<file path="src/rtl/urla_pkg.sv">
// Shared types and constants for the UART receive line assembler.
`timescale 1ns / 1ps

package urla_pkg;

  // Default sizing
  localparam int unsigned LINE_CAPACITY_DFLT = 64;
  localparam int unsigned FIFO_LINES_DFLT    = 16;

  // Line terminators
  localparam logic [7:0] CH_CR = 8'h0D;
  localparam logic [7:0] CH_LF = 8'h0A;

  // Controller states
  typedef enum logic [1:0] {
    ST_IDLE,
    ST_BYTE,
    ST_RD_SETUP,
    ST_RD_STREAM
  } state_e;

  // Commands from controller to datapath
  typedef struct packed {
    logic latch;      // capture the incoming word
    logic do_byte;    // process the captured received byte
    logic rd_setup;   // look at the FIFO head, pop it, fetch first character
    logic rd_stream;  // emit one character, fetch the next one
  } dp_cmd_t;

  // Status from datapath to controller
  typedef struct packed {
    logic fifo_empty;
    logic head_len_zero;
    logic stream_last;
  } dp_sts_t;

endpackage

</file>
<file path="src/rtl/urla_ctrl.sv">
// Controller state machine: sequences byte handling and line reads.
`timescale 1ns / 1ps

module urla_ctrl (
  input  logic              clk_i,
  input  logic              rst_ni,
  input  logic              start,
  input  logic              mode_i,
  input  urla_pkg::dp_sts_t sts_i,
  output urla_pkg::dp_cmd_t cmd_o,
  output logic              busy,
  output logic              result_valid_o
);

  urla_pkg::state_e state_q, state_d;

  // Hold state
  always_ff @(posedge clk_i or negedge rst_ni) begin
    if (!rst_ni) begin
      state_q <= urla_pkg::ST_IDLE;
    end else begin
      state_q <= state_d;
    end
  end

  // Advance state
  always_comb begin
    state_d = state_q;
    case (state_q)
      urla_pkg::ST_IDLE: begin
        if (start) begin
          state_d = mode_i ? urla_pkg::ST_RD_SETUP : urla_pkg::ST_BYTE;
        end
      end
      urla_pkg::ST_BYTE: begin
        state_d = urla_pkg::ST_IDLE;
      end
      urla_pkg::ST_RD_SETUP: begin
        if (sts_i.fifo_empty || sts_i.head_len_zero) begin
          state_d = urla_pkg::ST_IDLE;
        end else begin
          state_d = urla_pkg::ST_RD_STREAM;
        end
      end
      urla_pkg::ST_RD_STREAM: begin
        if (sts_i.stream_last) begin
          state_d = urla_pkg::ST_IDLE;
        end
      end
      default: begin
        state_d = urla_pkg::ST_IDLE;
      end
    endcase
  end

  // Drive commands and handshake outputs
  always_comb begin
    cmd_o          = '0;
    busy           = 1'b1;
    result_valid_o = 1'b0;
    case (state_q)
      urla_pkg::ST_IDLE: begin
        busy        = 1'b0;
        cmd_o.latch = start;
      end
      urla_pkg::ST_BYTE: begin
        cmd_o.do_byte = 1'b1;
      end
      urla_pkg::ST_RD_SETUP: begin
        cmd_o.rd_setup = 1'b1;
        result_valid_o = sts_i.fifo_empty || sts_i.head_len_zero;
      end
      urla_pkg::ST_RD_STREAM: begin
        cmd_o.rd_stream = 1'b1;
        result_valid_o  = 1'b1;
      end
      default: begin
        busy = 1'b1;
      end
    endcase
  end

endmodule

</file>
<file path="config.mk">
export PLATFORM = sky130hd
export DESIGN_NAME = urla_ctrl
export DESIGN_NICKNAME = d
export VERILOG_FILES = /design/src/rtl/urla_pkg.sv /design/src/rtl/urla_ctrl.sv
export SDC_FILE = /design/constraint.sdc
export NUM_CORES = 1
export LEC_CHECK = 0
export BUFFER_PORTS_ARGS = -buffer_cell sky130_fd_sc_hd__buf_2
export CORE_AREA = 10 10 47 49
export DETAILED_ROUTE_END_ITERATION = 8
export DIE_AREA = 0 0 57 59
export RECOVER_POWER = 25
export SLEW_MARGIN = 20
export SYNTH_ARGS = -nofsm -noshare
export SYNTH_HDL_FRONTEND = slang
export SYNTH_SLANG_ARGS = --single-unit
</file>
<file path="constraint.sdc">
create_clock -name clk_i -period 1.3 [get_ports clk_i]
set_input_delay 0.13 -clock clk_i [delete_from_list [all_inputs] [get_ports clk_i]]
set_output_delay 0.13 -clock clk_i [all_outputs]
set_load 0.05 [all_outputs]
</file>
==> results of run 1 <==
==> stage by stage <==
step           cells  area (um2)  setup WS (ns)  util (%)
6_report          52         350         0.0365      25.0
4_1_cts           52         328        0.00468      23.4
3_3_place_gp      44         243         0.0814      17.3
5_1_grt           52         350        -0.0203      25.0
3_5_place_dp      44         243         0.0762      17.3
2_1_floorplan     15         155        0.00216         -
==> cell type report <==
| type | instances | area share [%] |
|---|---|---|
| clock buffer | 3 | 6.43 |
| inverter | 1 | 1.07 |
| multi-input combinational | 12 | 30.7 |
| sequential | 2 | 14.6 |
| tap | 16 | 5.71 |
| timing repair buffer | 18 | 41.4 |
==> critical path, cell delays in order, from the launching register on <==
cell and delay [ns]:
dfrtp_1 0.40, or2_4 0.27, nor2_4 0.09, buf_8 0.15
==> metal layers <==
metal	track usage [%]	share of wire (%)	up-vias
met5	0	0	-
met4	5.03	4.4	0
met3	3.86	16	2
met2	4.50	43	12
met1	2.74	37	94
li1	-	-	98
==> kinds of logic (layout without fill, tap and decap cells) <==
group           Yosys count  count (layout)  share of synthesized area (%)
compound gates            1               1                           6.78
buf+inv                   1              22                           2.54
flops                     2               2                           33.9
simple gates             11              11                           56.8
==> power groups by stage <==
stage / clock [W] / sequential (W) / combinational (W)
2_1_floorplan: 0 / 0.0000842 / 0.000148
3_3_place_gp: 0 / 0.0000865 / 0.000196
3_5_place_dp: 0 / 0.0000871 / 0.000196
4_1_cts: 0.000144 / 0.0000843 / 0.000254
5_1_grt: 0.000160 / 0.0000871 / 0.000286
6_report: 0.000137 / 0.0000844 / 0.000270
==> synthesized netlist by cell type <==
cell type	number	area, um2
or2_2	1	6.26
dfrtp_1	2	50.1
and2_2	1	7.51
nand3_1	2	10.0
nor2_1	1	3.75
o31a_2	1	10.0
or4b_1	2	20.0
and2b_2	2	17.5
nand3b_1	1	7.51
or4bb_1	1	11.3
inv_1	1	3.75
==> repair_timing <==
item,in CTS,in global routing
endpoints found under the hold margin,2,0
pin swaps,0,1
hold buffers,1,0
setup buffers,4,0
resized for setup,8,9
endpoints found under the setup margin,5,7
gates cloned,0,0
==> worst paths after layout <==
check                                    endpoint  slack, ns  cells past startpoint              startpoint
setup reg to reg           state_q[1]$_DFFE_PN0P_       0.06                      3  state_q[0]$_DFFE_PN0P_
setup / recovery                         cmd_o[3]       0.04                      3  state_q[1]$_DFFE_PN0P_
hold / removal             state_q[0]$_DFFE_PN0P_       0.19                      3                  mode_i
max in group asynchronous  state_q[0]$_DFFE_PN0P_       0.94                      2                  rst_ni
min in group asynchronous  state_q[0]$_DFFE_PN0P_       0.22                      2                  rst_ni
hold reg to reg            state_q[0]$_DFFE_PN0P_       0.71                      3  state_q[0]$_DFFE_PN0P_
==> cell usage in the layout (no fill, tap or decap), types with 2 or more instances in the layout <==
| cell | count |
|---|---|
| buf_4 | 5 |
| buf_8 | 2 |
| nand3_1 | 2 |
| buf_2 | 6 |
| buf_6 | 3 |
| and2b_2 | 2 |
| clkbuf_4 | 3 |
==> run_results.csv, run 1 <==
group,metric,value,unit
pwr,power,0.000491,W
cts,cts_tree,"built",
die,die_y,59,um
cts,cts_max_path_buffers,2,
place,gp_congestion,0.596,
yosys,ys_types,11,
grt,antenna_found_initial,0,
sta,max-slew-margin-rel,83.4,%
place,io_buffers,12,
setup_path,crit_arrival,1.13,ns
sta,slew_violations,0,
setup_path,startpoint_type,"flip-flop",
die,start_util,10.5,%
grt,grt_first_pass_wirelength,876,um
die,core-area,1400,um2
yosys,yosysWarnings,0,
route,drtPass1Iterations,2,
layout,top_register,"state_q",
cts,worstSkewPairLatency,0.22,ns
sta,finalSetupViolations,0,
setup_path,worstSetupPathType,"flip-flop to primary output",
pwr,seq_power_share,17.2,%
hold_path,hold_class,"input pin to flip-flop",
layout,largest_register_ffs,2,
grt,grt_overflow_total,0,
yosys,synth_cells,15,
yosys,yosys_register_bits,2,
status,status,"finished clean",
layout,nets,45,
sta,finalHoldViolCount,0,
sta,min_period,1.26,ns
sta,tns,0,ns
die,rows,14,
layout,drive_above_1_share,75.0,%
route,viasPerCell,3.96,
setup_path,end_kind,"primary output",
cts,clkSinkCount,2,
pwr,switchingPower,0.000196,W
yosys,syn_area_per_cell,9.84,um2
cts,clkTransAtPathRegs,0.03,ns
sta,fmax,791,MHz
route,wl,520,um
pwr,cellPowerDensity,1400,nW/um2
route,wire_per_inst,10.0,um
die,die_w,57,um
pwr,power_frac_comb,55.0,%
pwr,power.leakage,0.179,nW
sta,tightestPinTransition,0.250,ns
job,maxCapViolCount,0,
die,ios,13,
pwr,power.internal,0.000295,W
layout,multiInputGateArea,108,um2
grt,grt_pass1_vias,210,
cts,cts-buffers-inserted,3,
layout,seq_area,51.3,um2
sta,min_period_over_period,97.2,%
pwr,peakVddDrop,0.276,mV
pwr,swShare,39.9,%
cts,h-tree-depth,1,
yosys,netlist_area,148,um2
grt,grt_max_degree,7,
layout,antenna_cells,0,
layout,areaGrowthSynthToFinish,137,%
cts,cts-root-buf,"clkbuf_4",
die,dieArea,3360,um2
sta,fin_skew,0.000671,ns
pwr,power.share.clock,27.8,%
route,drt_iter0_markers,3,
layout,top_regs,"state_q: 2 flops",
yosys,synth-seq-area-share,33.9,%
layout,nFillCells,167,
yosys,syn_nets,22,
route,ant_nets,0,
route,vias,206,
setup_path,cp.required,1.17,ns
sta,rsz0062_at_grt,"yes",
sta,hold_ws,0.190,ns
grt,grt.total_usage,3.68,%
setup_path,cp_max_fo,4,
route,drcViolationCount,0,
No activity file was read; power rests on OpenSTA's default activity.
==> run 2: changes to the inputs <==
--- a/config.mk
+++ b/config.mk
@@ -5,7 +5,7 @@
 export SDC_FILE = /design/constraint.sdc
 export NUM_CORES = 1
 export LEC_CHECK = 0
-export BUFFER_PORTS_ARGS = -buffer_cell sky130_fd_sc_hd__buf_2
+export BUFFER_PORTS_ARGS = -buffer_cell sky130_fd_sc_hd__buf_4
 export CORE_AREA = 10 10 47 49
 export DETAILED_ROUTE_END_ITERATION = 8
 export DIE_AREA = 0 0 57 59
==> run 2 against run 1 <==
Compared with the run above: routed wire length rose by 5.8%; core utilization is 0.89 points lower; critical path depth unchanged; critical path type unchanged; critical endpoint unchanged; largest power group unchanged; highest routed layer unchanged.
==> run_results.csv, run 2 (same netlist as run 1, synthesis figures left out) <==
group,metric,value,unit
pwr,peakVddDrop,0.331,mV
cts,clkTransAtPathRegs,0.03,ns
sta,hold_ws,0.188,ns
place,io_buffers,12,
place,pre_cts_ws,0.120,ns
layout,seq_area,52.6,um2
sta,fmax,794,MHz
cts,cts_max_path_buffers,2,
layout,final_cells,49,
hold_path,min_path_cells,3,
cts,worstSkewPairLatency,0.22,ns
sta,rsz0062_at_grt,"yes",
place,post_dp_cell_area,265,um2
route,drt_iter0_markers,0,
grt,gr-usage-met2,4.81,%
layout,multiInputGateArea,108,um2
pwr,cellPowerDensity,1420,nW/um2
grt,antenna_found_initial,0,
status,status,"finished clean",
cts,cts_tree,"built",
setup_path,reg2reg_slack,0.04,ns
grt,grt_overflow_total,0,
cts,cts-root-buf,"clkbuf_4",
setup_path,end_kind,"primary output",
setup_path,r2r_end,"state_q[1]$_DFFE_PN0P_",
layout,final_common_cell,"buf_4",
setup_path,startpoint_type,"flip-flop",
job,maxCapViolCount,0,
hold_path,hold_end,"state_q[0]$_DFFE_PN0P_",
grt,grt_first_pass_wirelength,903,um
setup_path,crit_chain,"or2_4, nor2_4, buf_8",
pwr,seq_power_share,17.2,%
cts,h-tree-depth,1,
sta,min_period,1.26,ns
route,wire_per_inst,11.2,um
setup_path,cp_max_fo,6,
setup_path,cp.depth,3,
layout,antenna_cells,0,
die,die_y,59,um
pwr,swShare,40.6,%
die,ios,13,
setup_path,reg2reg_depth,3,
grt,grt_max_degree,9,
place,placed_cells,43,
layout,final_cell_mix,"buf_4, clkbuf_4",
pwr,power_frac_comb,54.0,%
die,die_w,57,um
pwr,power.internal,0.000285,W
layout,top_regs,"state_q: 2 flops",
layout,fin_area,338,um2
die,dieArea,3360,um2
setup_path,worstSetupPathType,"flip-flop to primary output",
grt,grtUsageMet3,2.79,%
die,core-area,1400,um2
setup_path,r2r-start,"state_q[0]$_DFFE_PN0P_",
sta,finalHoldViolCount,0,
layout,areaGrowthSynthToFinish,129,%
hold_path,hold_class,"input pin to flip-flop",
place,gp_congestion,0.607,
sta,max-slew-margin-rel,90.2,%
pwr,switchingPower,0.000195,W
route,wl,550,um
setup_path,path_delay_family,"flip-flops",
layout,drive_above_1_share,75.8,%
setup_path,cp-startpoint,"state_q[0]$_DFFE_PN0P_",
route,drcViolationCount,0,
layout,nets,42,
setup_path,crit_arrival,1.13,ns
route,viasPerCell,3.71,
layout,nFillCells,156,
setup_path,cp.required,1.17,ns
hold_path,worstHoldStart,"mode_i",
grt,grt.total_usage,4.02,%
die,start_util,10.5,%
sta,fin_skew,0.000307,ns
sta,finalSetupViolations,0,
grt,busiest_layer,"met4",
grt,global_route.usage.met1,2.98,%
route,drtPass1Iterations,1,
sta,min_period_over_period,96.9,%
sta,slew_violations,0,
grt,grt_pass1_vias,216,
pwr,power.share.clock,28.8,%
cts,cts-buffers-inserted,3,
route,ant_nets,0,
route,vias,182,
sta,fin_ws,0.0406,ns
layout,top_register,"state_q",
setup_path,slowest_stage,"dfrtp_2",
pwr,power.leakage,0.165,nW
layout,postLayoutCoreUtil,24.1,%
setup_path,cpPeakStageDelay,0.42,ns
die,rows,14,
layout,largest_register_ffs,2,
setup_path,cp_num_buf_inv,1,
sta,tightestPinTransition,0.148,ns
cts,clkSinkCount,2,
-- run 2: worst max path at each step --
| stage | endpoint | slack, ns |
|---|---|---|
| 4_1_cts | cmd_o[2] | 0.003 |
| 6_report | cmd_o[3] | 0.04 |
| 3_5_place_dp | cmd_o[3] | 0.12 |
| 3_3_place_gp | cmd_o[3] | 0.12 |
| 2_1_floorplan | cmd_o[3] | 0.002 |
| 5_1_grt | state_q[0]$_DFFE_PN0P_ | -0.004 |
-- run 2: area by class of cell --
class / count / share of cell area [%]
clock buffers: 3 / 6.67
inverters: 1 / 1.11
multi-input cells: 12 / 31.9
flip-flops and latches: 2 / 15.6
well taps: 16 / 5.93
repair buffers: 15 / 38.9
-- run 2: repair_timing --
action,in CTS,in global routing
pin swaps,0,1
setup endpoints to repair,3,5
cloned,0,0
resized for setup,6,5
hold endpoints to repair,2,0
setup buffers,2,0
hold buffers,1,0
-- run 2: worst register-to-register path: stages (launching register included) --
cell,delay [ns]
dfrtp_2,0.42
clkbuf_2,0.14
or4b_4,0.54
nand3_1,0.08
-- run 2: layer usage --
layer / wire length [um] / share of wire (%) / up-vias
li1: - / - / 92
met3: 76 / 14 / 2
met4: 30 / 5.5 / 0
met2: 240 / 44 / 9
met1: 202 / 37 / 79
met5: 0 / 0 / -
-- run 2: power by group through the flow --
stage	registers [W]	clock network [W]	logic [W]
floorplan	0.0000842	0	0.000148
global placement	0.0000893	0	0.000208
detailed placement	0.0000892	0	0.000210
CTS	0.0000829	0.000149	0.000249
global route	0.0000843	0.000148	0.000274
finish	0.0000825	0.000138	0.000259
-- run 2: metrics by stage --
stage	total power, W	TNS [ns]
final	0.000480	0
after global routing	0.000506	-0.00845
after CTS	0.000481	0
after detailed placement	0.000299	0
after global placement	0.000298	0
after floorplan	0.000232	0
==> run 3: changes to the inputs <==
--- a/config.mk
+++ b/config.mk
@@ -7,10 +7,11 @@
 export LEC_CHECK = 0
 export BUFFER_PORTS_ARGS = -buffer_cell sky130_fd_sc_hd__buf_4
 export CORE_AREA = 10 10 47 49
+export CTS_BUF_LIST = sky130_fd_sc_hd__clkbuf_16
 export DETAILED_ROUTE_END_ITERATION = 8
 export DIE_AREA = 0 0 57 59
 export RECOVER_POWER = 25
-export SLEW_MARGIN = 20
+export SLEW_MARGIN = 15
 export SYNTH_ARGS = -nofsm -noshare
 export SYNTH_HDL_FRONTEND = slang
 export SYNTH_SLANG_ARGS = --single-unit
==> run 3 against run 2 <==
Compared with the run above: critical endpoint is now result_valid_o; sequential power up 0.6%; non-clock buffer count did not move; worst hold slack improved by 0.0064 ns; maximum frequency shrank 1.4%; cell count is the same; clock power increased to 3.4 times the previous value; largest power group is now the clock network; core utilization grew 3.5 points.
==> run_results.csv, run 3 (same netlist as run 1, synthesis figures left out) <==
group,metric,value,unit
status,status,"finished clean",
layout,top_regs,"state_q: 2 flops",
cts,cts-buffers-inserted,3,
setup_path,crit_arrival,1.15,ns
layout,top_register,"state_q",
die,start_util,10.5,%
sta,finalHoldViolCount,0,
place,io_buffers,12,
setup_path,startpoint_type,"flip-flop",
layout,multiInputGateArea,108,um2
route,wl_met2,225,um
sta,max-slew-margin-rel,90.2,%
job,maxCapViolCount,0,
route,ant_nets,0,
sta,tightestPinTransition,0.148,ns
pwr,power.leakage,0.187,nW
die,core-area,1400,um2
die,ios,13,
route,highest_layer,"met4",
die,rows,14,
route,wl,532,um
layout,seq_area,52.6,um2
grt,grt_max_degree,9,
sta,rsz0062_at_grt,"yes",
sta,fin_skew,0.000386,ns
pwr,cellPowerDensity,2070,nW/um2
setup_path,slowest_stage,"dfrtp_2",
setup_path,cp_max_fo,6,
cts,worstSkewPairLatency,0.22,ns
sta,min_period_over_period,98.3,%
layout,final_cell_mix,"buf_4, clkbuf_16, buf_6",
layout,nets,42,
cts,cts_max_path_buffers,2,
sta,min_period,1.28,ns
layout,largest_register_ffs,2,
layout,final_cells,49,
setup_path,worstSetupPathType,"flip-flop to primary output",
place,placed_cells,43,
route,viasPerCell,3.69,
grt,grt_overflow_total,0,
cts,cts-root-buf,"clkbuf_16",
setup_path,cp.required,1.17,ns
route,vias,181,
hold_path,hold_class,"input pin to flip-flop",
cts,h-tree-depth,1,
layout,areaGrowthSynthToFinish,162,%
grt,grt_first_pass_wirelength,917,um
layout,nFillCells,149,
cts,clkTransAtPathRegs,0.03,ns
layout,drive_above_1_share,75.8,%
route,wl_met3,81,um
grt,grt.total_usage,4.07,%
grt,antenna_found_initial,0,
route,drtPass1Iterations,3,
route,met1_length,205,um
setup_path,end_kind,"primary output",
setup_path,cpPeakStageDelay,0.42,ns
layout,postLayoutCoreUtil,27.6,%
route,drcViolationCount,0,
cts,clkSinkCount,2,
die,dieArea,3360,um2
pwr,peakVddDrop,0.467,mV
sta,slew_violations,0,
die,die_y,59,um
route,wire_per_inst,10.9,um
die,die_w,57,um
sta,finalSetupViolations,0,
route,drt_iter0_markers,4,
place,gp_congestion,0.607,
layout,final_common_cell,"buf_4",
layout,antenna_cells,0,
sta,fmax,783,MHz
setup_path,crit_chain,"o31a_2, buf_6",
cts,cts_tree,"built",
grt,grt_pass1_vias,206,
-- run 3: cell counts in the layout (fill, tap and decap cells not counted) --
No cell type changed its count.
-- run 3: metrics by stage --
stage / cell area (um2) / setup WS (ns) / hold WS [ns] / TNS [ns] / total power (W)
finish: 387 / 0.0221 / 0.195 / 0 / 0.000801
global placement: 265 / 0.122 / -0.0873 / 0 / 0.000298
global route: 387 / -0.00189 / 0.205 / -0.00189 / 0.000832
detailed placement: 265 / 0.120 / -0.0853 / 0 / 0.000299
floorplan: 155 / 0.00216 / -0.166 / 0 / 0.000232
CTS: 378 / 0.0156 / 0.192 / 0 / 0.000803
-- run 3: path summary, 6_finish.rpt --
path                       slack (ns)  cells past startpoint                      to              startpoint
max                              0.02                      2          result_valid_o  state_q[0]$_DFFE_PN0P_
min                              0.19                      3  state_q[0]$_DFFE_PN0P_                  mode_i
max in group asynchronous        0.93                      2  state_q[0]$_DFFE_PN0P_                  rst_ni
min in group asynchronous        0.23                      2  state_q[1]$_DFFE_PN0P_                  rst_ni
min reg2reg                      0.70                      3  state_q[1]$_DFFE_PN0P_  state_q[1]$_DFFE_PN0P_
max reg2reg                      0.04                      3  state_q[0]$_DFFE_PN0P_  state_q[0]$_DFFE_PN0P_
-- run 3: layer usage --
metal  vias to the layer above  global-route usage (%)
met4                         0                    7.05
li1                         92                       -
met1                        77                    3.22
met5                         -                       0
met3                         2                    3.43
met2                        10                    4.65
-- run 3: cell type report --
class,count,area share (%)
clock buffers,3,19.4
inverters,1,0.971
multi-input cells,12,27.8
flip-flops and latches,2,13.6
well taps,16,5.18
repair buffers,15,33.0
-- run 3: power breakdown --
part / leakage, nW / switching (W) / internal [W]
logic: 0.127 / 0.000148 / 0.000106
registers: 0.0234 / 0.00000931 / 0.0000737
clock network: 0.0370 / 0.0000716 / 0.000391
-- run 3: timing repair --
action / 4_1_cts / 5_1_grt
cloned: 0 / 0
endpoints found under the setup margin: 3 / 4
setup buffers: 2 / 0
gates resized for setup: 6 / 4
hold endpoints to repair: 2 / 0
hold buffers: 1 / 0
-- run 3: worst max-delay path: cells and delay by family (launching register included) --
family | cells | cell delay, ns
DFF | 1 | 0.42
buffers and inverters | 1 | 0.15
AOI/OAI and AO/OA | 1 | 0.35
